===== config.mk =====
export PLATFORM = sky130hd
export DESIGN_NAME = rgb_to_hsv_byte_top
export DESIGN_NICKNAME = d
export VERILOG_FILES = /design/src/hdl/rthsv_pkg.sv /design/src/hdl/rthsv_front.sv /design/src/hdl/rthsv_div_stage.sv /design/src/hdl/rgb_to_hsv_byte_top.sv
export SDC_FILE = /design/constraint.sdc
export NUM_CORES = 1
export LEC_CHECK = 0
export BUFFER_PORTS_ARGS = -buffer_cell sky130_fd_sc_hd__buf_2
export CAP_MARGIN = 20
export CORE_ASPECT_RATIO = 0.7
export CORE_UTILIZATION = 60
export CTS_CLUSTER_SIZE = 12
export DETAILED_ROUTE_END_ITERATION = 12
export PLACE_DENSITY = 0.86
export SLEW_MARGIN = 0
export SYNTH_ARGS = -nofsm -noshare
export SYNTH_HDL_FRONTEND = slang
export SYNTH_SLANG_ARGS = --single-unit

===== constraint.sdc =====
create_clock -name clock -period 9.5 [get_ports clock]
set_input_delay 0 -clock clock [delete_from_list [all_inputs] [get_ports clock]]
set_output_delay 0 -clock clock [all_outputs]
set_load 0.02 [all_outputs]

===== src/hdl/rthsv_pkg.sv =====
`default_nettype none

package rthsv_pkg;

   localparam int PIX_W = 8;
   // dividend holds 256 * 1530 plus rounding, shifted divisor holds 6 * 255 << 7
   localparam int NUM_W = 19;
   localparam int DSH_W = 18;
   localparam int DIV_STAGES = PIX_W;

   typedef enum logic [1:0] {
      SECT_RED_POS,
      SECT_RED_NEG,
      SECT_GREEN,
      SECT_BLUE
   } sector_type;

   typedef struct packed {
      logic [NUM_W-1:0] rem;
      logic [DSH_W-1:0] dsh;
      logic [PIX_W-1:0] quo;
   } lane_type;

   typedef struct packed {
      lane_type         sat;
      lane_type         hue;
      logic             neg;
      logic [PIX_W-1:0] bright;
   } div_type;

endpackage

`default_nettype wire


===== src/hdl/rthsv_front.sv =====
`default_nettype none

module rthsv_front (
   input  wire logic                     clock,
   input  wire logic                     reset,
   input  wire logic                     in_valid,
   output logic                          in_ready,
   input  wire logic [rthsv_pkg::PIX_W-1:0] in_red,
   input  wire logic [rthsv_pkg::PIX_W-1:0] in_green,
   input  wire logic [rthsv_pkg::PIX_W-1:0] in_blue,
   output logic                          out_valid,
   input  wire logic                     out_ready,
   output rthsv_pkg::div_type            out_data
);

   typedef struct packed {
      logic [rthsv_pkg::PIX_W-1:0] mx;
      logic [rthsv_pkg::PIX_W-1:0] delta;
      rthsv_pkg::sector_type       sector;
      logic [rthsv_pkg::PIX_W-1:0] opa;
      logic [rthsv_pkg::PIX_W-1:0] opc;
   } ext_type;

   logic                va_ff;
   ext_type             a_ff, a_in;
   logic                vb_ff;
   rthsv_pkg::div_type  b_ff, b_in;
   logic                a_ready, b_ready;

   logic [rthsv_pkg::PIX_W-1:0] mx_w, mn_w;
   logic [10:0]                 off_w, n_w, d6_w, den_h;
   logic [15:0]                 snum_w;
   logic [rthsv_pkg::PIX_W-1:0] den_s;
   logic [rthsv_pkg::NUM_W-1:0] hnum_w;

   assign b_ready  = !vb_ff || out_ready;
   assign a_ready  = !va_ff || b_ready;
   assign in_ready = a_ready;

   // stage a: extremes, sector and the two hue operands
   always_comb begin
      mx_w = in_red;
      if (in_green > mx_w) mx_w = in_green;
      if (in_blue > mx_w) mx_w = in_blue;
      mn_w = in_red;
      if (in_green < mn_w) mn_w = in_green;
      if (in_blue < mn_w) mn_w = in_blue;

      a_in.mx    = mx_w;
      a_in.delta = mx_w - mn_w;
      if (in_red == mx_w) begin
         if (in_green >= in_blue) begin
            a_in.sector = rthsv_pkg::SECT_RED_POS;
            a_in.opa    = in_green;
            a_in.opc    = in_blue;
         end else begin
            a_in.sector = rthsv_pkg::SECT_RED_NEG;
            a_in.opa    = in_blue;
            a_in.opc    = in_green;
         end
      end else if (in_green == mx_w) begin
         a_in.sector = rthsv_pkg::SECT_GREEN;
         a_in.opa    = in_blue;
         a_in.opc    = in_red;
      end else begin
         a_in.sector = rthsv_pkg::SECT_BLUE;
         a_in.opa    = in_red;
         a_in.opc    = in_green;
      end
   end

   // stage b: dividends and divisors for both dividers
   always_comb begin
      d6_w = {1'b0, a_ff.delta, 2'b00} + {2'b00, a_ff.delta, 1'b0};
      case (a_ff.sector)
         rthsv_pkg::SECT_GREEN: off_w = {2'b00, a_ff.delta, 1'b0};
         rthsv_pkg::SECT_BLUE:  off_w = {1'b0, a_ff.delta, 2'b00};
         default:               off_w = 11'd0;
      endcase
      n_w    = off_w + {3'b000, a_ff.opa} - {3'b000, a_ff.opc};
      hnum_w = {n_w, 8'h00};
      // negative red sector: ceiling quotient, subtracted from a full turn later
      if (a_ff.sector == rthsv_pkg::SECT_RED_NEG) begin
         hnum_w = hnum_w + {8'h00, d6_w - 11'd1};
      end
      den_h  = (a_ff.delta == '0) ? 11'd1 : d6_w;
      snum_w = {a_ff.delta, 8'h00} - {8'h00, a_ff.delta};
      den_s  = (a_ff.mx == '0) ? 8'd1 : a_ff.mx;

      b_in.hue.rem = hnum_w;
      b_in.hue.dsh = {den_h, 7'b0000000};
      b_in.hue.quo = '0;
      b_in.sat.rem = {3'b000, snum_w};
      b_in.sat.dsh = {3'b000, den_s, 7'b0000000};
      b_in.sat.quo = '0;
      b_in.neg     = (a_ff.sector == rthsv_pkg::SECT_RED_NEG);
      b_in.bright  = a_ff.mx;
   end

   always_ff @(posedge clock) begin
      if (reset) begin
         va_ff <= 1'b0;
         vb_ff <= 1'b0;
      end else begin
         if (a_ready) va_ff <= in_valid;
         if (b_ready) vb_ff <= va_ff;
      end
      if (a_ready && in_valid) a_ff <= a_in;
      if (b_ready && va_ff) b_ff <= b_in;
   end

   assign out_valid = vb_ff;
   assign out_data  = b_ff;

endmodule

`default_nettype wire


===== src/hdl/rthsv_div_stage.sv =====
`default_nettype none

module rthsv_div_stage (
   input  wire logic               clock,
   input  wire logic               reset,
   input  wire logic               in_valid,
   output logic                    in_ready,
   input  wire rthsv_pkg::div_type in_data,
   output logic                    out_valid,
   input  wire logic               out_ready,
   output rthsv_pkg::div_type      out_data
);

   logic               v_ff;
   rthsv_pkg::div_type d_ff, d_in;

   // one restoring step: one quotient bit per lane
   function automatic rthsv_pkg::lane_type lane_step(input rthsv_pkg::lane_type ln);
      rthsv_pkg::lane_type res;
      logic                ge;
      ge       = (ln.rem >= {1'b0, ln.dsh});
      res.rem  = ge ? (ln.rem - {1'b0, ln.dsh}) : ln.rem;
      res.dsh  = ln.dsh >> 1;
      res.quo  = {ln.quo[rthsv_pkg::PIX_W-2:0], ge};
      return res;
   endfunction

   always_comb begin
      d_in        = in_data;
      d_in.sat    = lane_step(in_data.sat);
      d_in.hue    = lane_step(in_data.hue);
   end

   assign in_ready = !v_ff || out_ready;

   always_ff @(posedge clock) begin
      if (reset) begin
         v_ff <= 1'b0;
      end else if (in_ready) begin
         v_ff <= in_valid;
      end
      if (in_ready && in_valid) d_ff <= d_in;
   end

   assign out_valid = v_ff;
   assign out_data  = d_ff;

endmodule

`default_nettype wire


===== src/hdl/rgb_to_hsv_byte_top.sv =====
// pipeline: 11 register stages from the accepting edge to rsp_valid (2 front,
//    8 divider stages of one quotient bit each, 1 output; the first loads at acceptance)
// throughput: one pixel per clock; each stage stalls only when full and blocked
// reset: synchronous, clears every stage valid bit; the data registers are not reset
`default_nettype none

module rgb_to_hsv_byte_top (
   input  wire logic       clock,
   input  wire logic       reset,
   input  wire logic       req_valid,
   output logic            req_ready,
   input  wire logic [7:0] req_red,
   input  wire logic [7:0] req_green,
   input  wire logic [7:0] req_blue,
   output logic            rsp_valid,
   input  wire logic       rsp_ready,
   output logic [7:0]      rsp_hue,
   output logic [7:0]      rsp_saturation,
   output logic [7:0]      rsp_brightness
);

   localparam int NST = rthsv_pkg::DIV_STAGES;

   logic               stg_valid [0:NST];
   logic               stg_ready [0:NST];
   rthsv_pkg::div_type stg_data  [0:NST];

   logic       out_v_ff;
   logic [7:0] hue_ff, hue_in;
   logic [7:0] sat_ff;
   logic [7:0] bright_ff;
   logic       out_ready;

   rthsv_front u_front (
      .clock     (clock),
      .reset     (reset),
      .in_valid  (req_valid),
      .in_ready  (req_ready),
      .in_red    (req_red),
      .in_green  (req_green),
      .in_blue   (req_blue),
      .out_valid (stg_valid[0]),
      .out_ready (stg_ready[0]),
      .out_data  (stg_data[0])
   );

   for (genvar i = 0; i < NST; i++) begin : g_div
      rthsv_div_stage u_stage (
         .clock     (clock),
         .reset     (reset),
         .in_valid  (stg_valid[i]),
         .in_ready  (stg_ready[i]),
         .in_data   (stg_data[i]),
         .out_valid (stg_valid[i+1]),
         .out_ready (stg_ready[i+1]),
         .out_data  (stg_data[i+1])
      );
   end

   assign out_ready      = !out_v_ff || rsp_ready;
   assign stg_ready[NST] = out_ready;

   // negative red sector wraps: 256 minus the ceiling quotient
   assign hue_in = stg_data[NST].neg ? (8'd0 - stg_data[NST].hue.quo)
                                     : stg_data[NST].hue.quo;

   always_ff @(posedge clock) begin
      if (reset) begin
         out_v_ff <= 1'b0;
      end else if (out_ready) begin
         out_v_ff <= stg_valid[NST];
      end
      if (out_ready && stg_valid[NST]) begin
         hue_ff    <= hue_in;
         sat_ff    <= stg_data[NST].sat.quo;
         bright_ff <= stg_data[NST].bright;
      end
   end

   assign rsp_valid      = out_v_ff;
   assign rsp_hue        = hue_ff;
   assign rsp_saturation = sat_ff;
   assign rsp_brightness = bright_ff;

endmodule

`default_nettype wire


==> flow_summary.json <==
{
  "tightest_slew_ns": 1.05,
  "synthArstFlopShare_pct": 0,
  "wl_um": 74400,
  "critPathMaxFanout": 16,
  "fill_cells": 3706,
  "yosysWarnings": 0,
  "die_w_um": 287,
  "avgSynthCellArea_um2": 12.0,
  "synth_common_cells": "edfxtp_1 (662), inv_1 (317), ha_1 (216)",
  "crit_arrival_ns": 7.69,
  "gr-usage-all-layers_pct": 26.1,
  "drive_gt1_share_pct": 7.47,
  "clk_latency_ns": 0.61,
  "max-vdd-ir-drop_mv": 0.177,
  "viasPerCell": 5.99,
  "seqCellArea_um2": 20100,
  "postCtsSetupBuffers": 0,
  "hpwl_um": 52900,
  "startpoint_type": "input pin",
  "multiInputGateArea_um2": 12700,
  "drtPass1Iterations": 5,
  "core-area_um2": 55800,
  "finalNonFillerCells": 3724,
  "drcViolationCount": 0,
  "slew-limit-headroom_pct": 30.0,
  "slew_violations": 0,
  "grt_max_degree": 81,
  "numPlacedInstances": 3599,
  "crit_required_ns": 9.84,
  "synth_area_leader_cell": "edfxtp_1",
  "cp-end-kind": "flip-flop",
  "grt_pass1_wl_um": 119000,
  "power_density_nw_per_um2": 208,
  "final_nets": 3225,
  "cts-root-buf": "clkbuf_16",
  "seq_area_frac_synth_pct": 58.8,
  "hold_viol": 0,
  "critPathKind": "in2reg",
  "clock-sinks": 673,
  "ant_nets": 0,
  "diodes": 0,
  "die_y_um": 202,
  "ys.flop_type": "edfxtp_1",
  "rsz0062_at_grt": "no",
  "placed_area_um2": 35400,
  "cap_violations": 0,
  "finalCritPeriodShare_pct": 77.4,
  "leakage_nw": 14.3,
  "synth_seq_cells": 673,
  "fp.dieArea_um2": 58000,
  "portBuffers": 53,
  "finalClockSkew_ns": 0.0238,
  "rows": 72,
  "vias": 22300,
  "outcome": "completed",
  "syn-cell-area_um2": 34200,
  "area_growth_pct": 9.88,
  "io_pins": 54,
  "start_util_pct": 61.3,
  "hp-class": "in2reg",
  "r2r_cells": 20,
  "postCtsHoldBufs": 25,
  "clk_path_buf_depth": 3,
  "ctsResizeCount": 0,
  "cts_buffers": 68,
  "yosysMostFrequentCell": "edfxtp_1",
  "post_drt_wl_per_cell_um": 20.0,
  "synth_enable_flop_cells": 662,
  "overflow": 0,
  "yosysTopAreaCellShare_pct": 58.1,
  "synth_area_leaders": "edfxtp_1 (58%), ha_1 (7.9%), xnor2_1 (3.5%)",
  "synth_cells": 2848,
  "fin_area_um2": 37600,
  "drt_iter0_markers": 2073,
  "timing.fmax_mhz": 136,
  "setup_viol": 0,
  "place.gp.congestion": 0.947,
  "fin_crit_ns": 7.35,
  "setup_tns_ns": 0,
  "antenna_found_initial": 1,
  "clkTransAtPathRegs_ns": 0.06,
  "yosysUniqueCellTypes": 98,
  "syn_nets": 3116,
  "cts_tree": "built",
  "grt_pass1_vias": 22300,
  "cts-htree-levels": 3,
  "worstHoldPathCells": 3
}
[kinds of logic (layout without fill, tap and decap cells)]
| kind of cell | Yosys count | after routing | synth area share, % |
|---|---|---|---|
| buffers and inverters | 383 | 519 | 4.35 |
| multiplexers | 17 | 17 | 0.560 |
| adder cells (fa/ha/maj) | 242 | 242 | 9.37 |
| AO/OA/AOI/OAI | 575 | 575 | 10.9 |
| XOR/XNOR | 201 | 201 | 5.15 |
| flip-flops | 673 | 673 | 58.8 |
| AND/OR/NAND/NOR | 757 | 757 | 10.9 |
[routing by layer]
layer	track usage, %	part of all wire, %
met1	36.6	44
met2	42.1	47
met3	4.59	7.1
met4	7.03	2.4
met5	0	0
[critical path, cell delays in order]
cell and delay [ns]:
dlygate4sd3_1 0.53, buf_2 0.21, inv_1 0.15, ha_1 0.35
nand4_1 0.18, nor2b_1 0.20, a21boi_4 0.35, nor2_2 0.18
o21ai_1 0.42, clkinv_1 0.37, ha_1 0.39, a21o_1 0.11
a21oi_1 0.06, o21ai_1 0.37, nand2b_1 0.16, nor3b_2 0.26
o21ai_2 0.12, nor2_2 0.66, a211oi_1 0.20, nor4_1 0.55
and2_1 0.54, mux2_4 0.42, a221o_1 0.31, dlygate4sd3_1 0.56
[worst paths after layout]
kind                                        to  slack, ns                          from
setup / recovery              u_front.a_ff[13]       2.15                    req_red[7]
hold / removal                u_front.a_ff[15]       0.06                   req_blue[7]
setup reg to reg          u_front.out_data[53]       4.57              u_front.a_ff[18]
hold reg to reg   g_div[4].u_stage.out_data[6]       0.41  g_div[3].u_stage.out_data[6]
[sequential cells by signal (all words and copies together) (netlist names)]
| signal | count |
|---|---|
| rsp_brightness | 8 |
| u_front.out_valid | 1 |
| u_front.va_ff | 1 |
| rsp_saturation | 8 |
| g_div.u_stage.out_valid | 8 |
| u_front.out_data | 63 |
| rsp_valid | 1 |
| g_div.u_stage.out_data | 541 |
| u_front.a_ff | 34 |
| rsp_hue | 8 |
[layout make-up]
type                            instances  share of cell area (%)
Clock buffer                           82                    4.72
Clock inverter                         15                   0.473
Inverter                              325                    3.25
Multi-Input combinational cell       1792                    33.8
Sequential cell                       673                    53.5
Tap cell                              740                    2.46
Timing Repair Buffer                   97                    1.77
[power by group]
| part | total [mW] | internal [mW] | switching, mW |
|---|---|---|---|
| combinational | 1.75 | 0.712 | 1.04 |
| clock | 2.43 | 1.36 | 1.07 |
| sequential | 3.64 | 3.50 | 0.143 |
| total | 7.82 | 5.57 | 2.25 |
[cell usage in the layout (no fill, tap or decap), types with 46 or more instances in the layout]
cell type / n
clkbuf_16: 69
o21ai_0: 141
nand2_1: 193
a21o_1: 62
nand2b_1: 46
nor3_1: 56
ha_1: 216
a21oi_1: 167
nor2b_1: 51
xnor2_1: 138
buf_2: 53
nor2_1: 206
xor2_1: 63
edfxtp_1: 662
inv_1: 317
[per-stage QoR]
| stage | utilization, % | power (mW) | worst slack, ns | hold WS [ns] |
|---|---|---|---|---|
| after CTS | 67.3 | 7.83 | 2.34 | 0.00201 |
| after global placement | 63.4 | 5.31 | 2.91 | 0.284 |
| after floorplan | - | 4.94 | 2.31 | 0.0691 |
| final | 67.4 | 7.82 | 2.15 | 0.0565 |
| after global routing | 67.4 | 8.16 | 1.88 | 0.0362 |
| after detailed placement | 63.4 | 5.40 | 2.82 | 0.314 |
No activity file was read; power rests on OpenSTA's default activity.
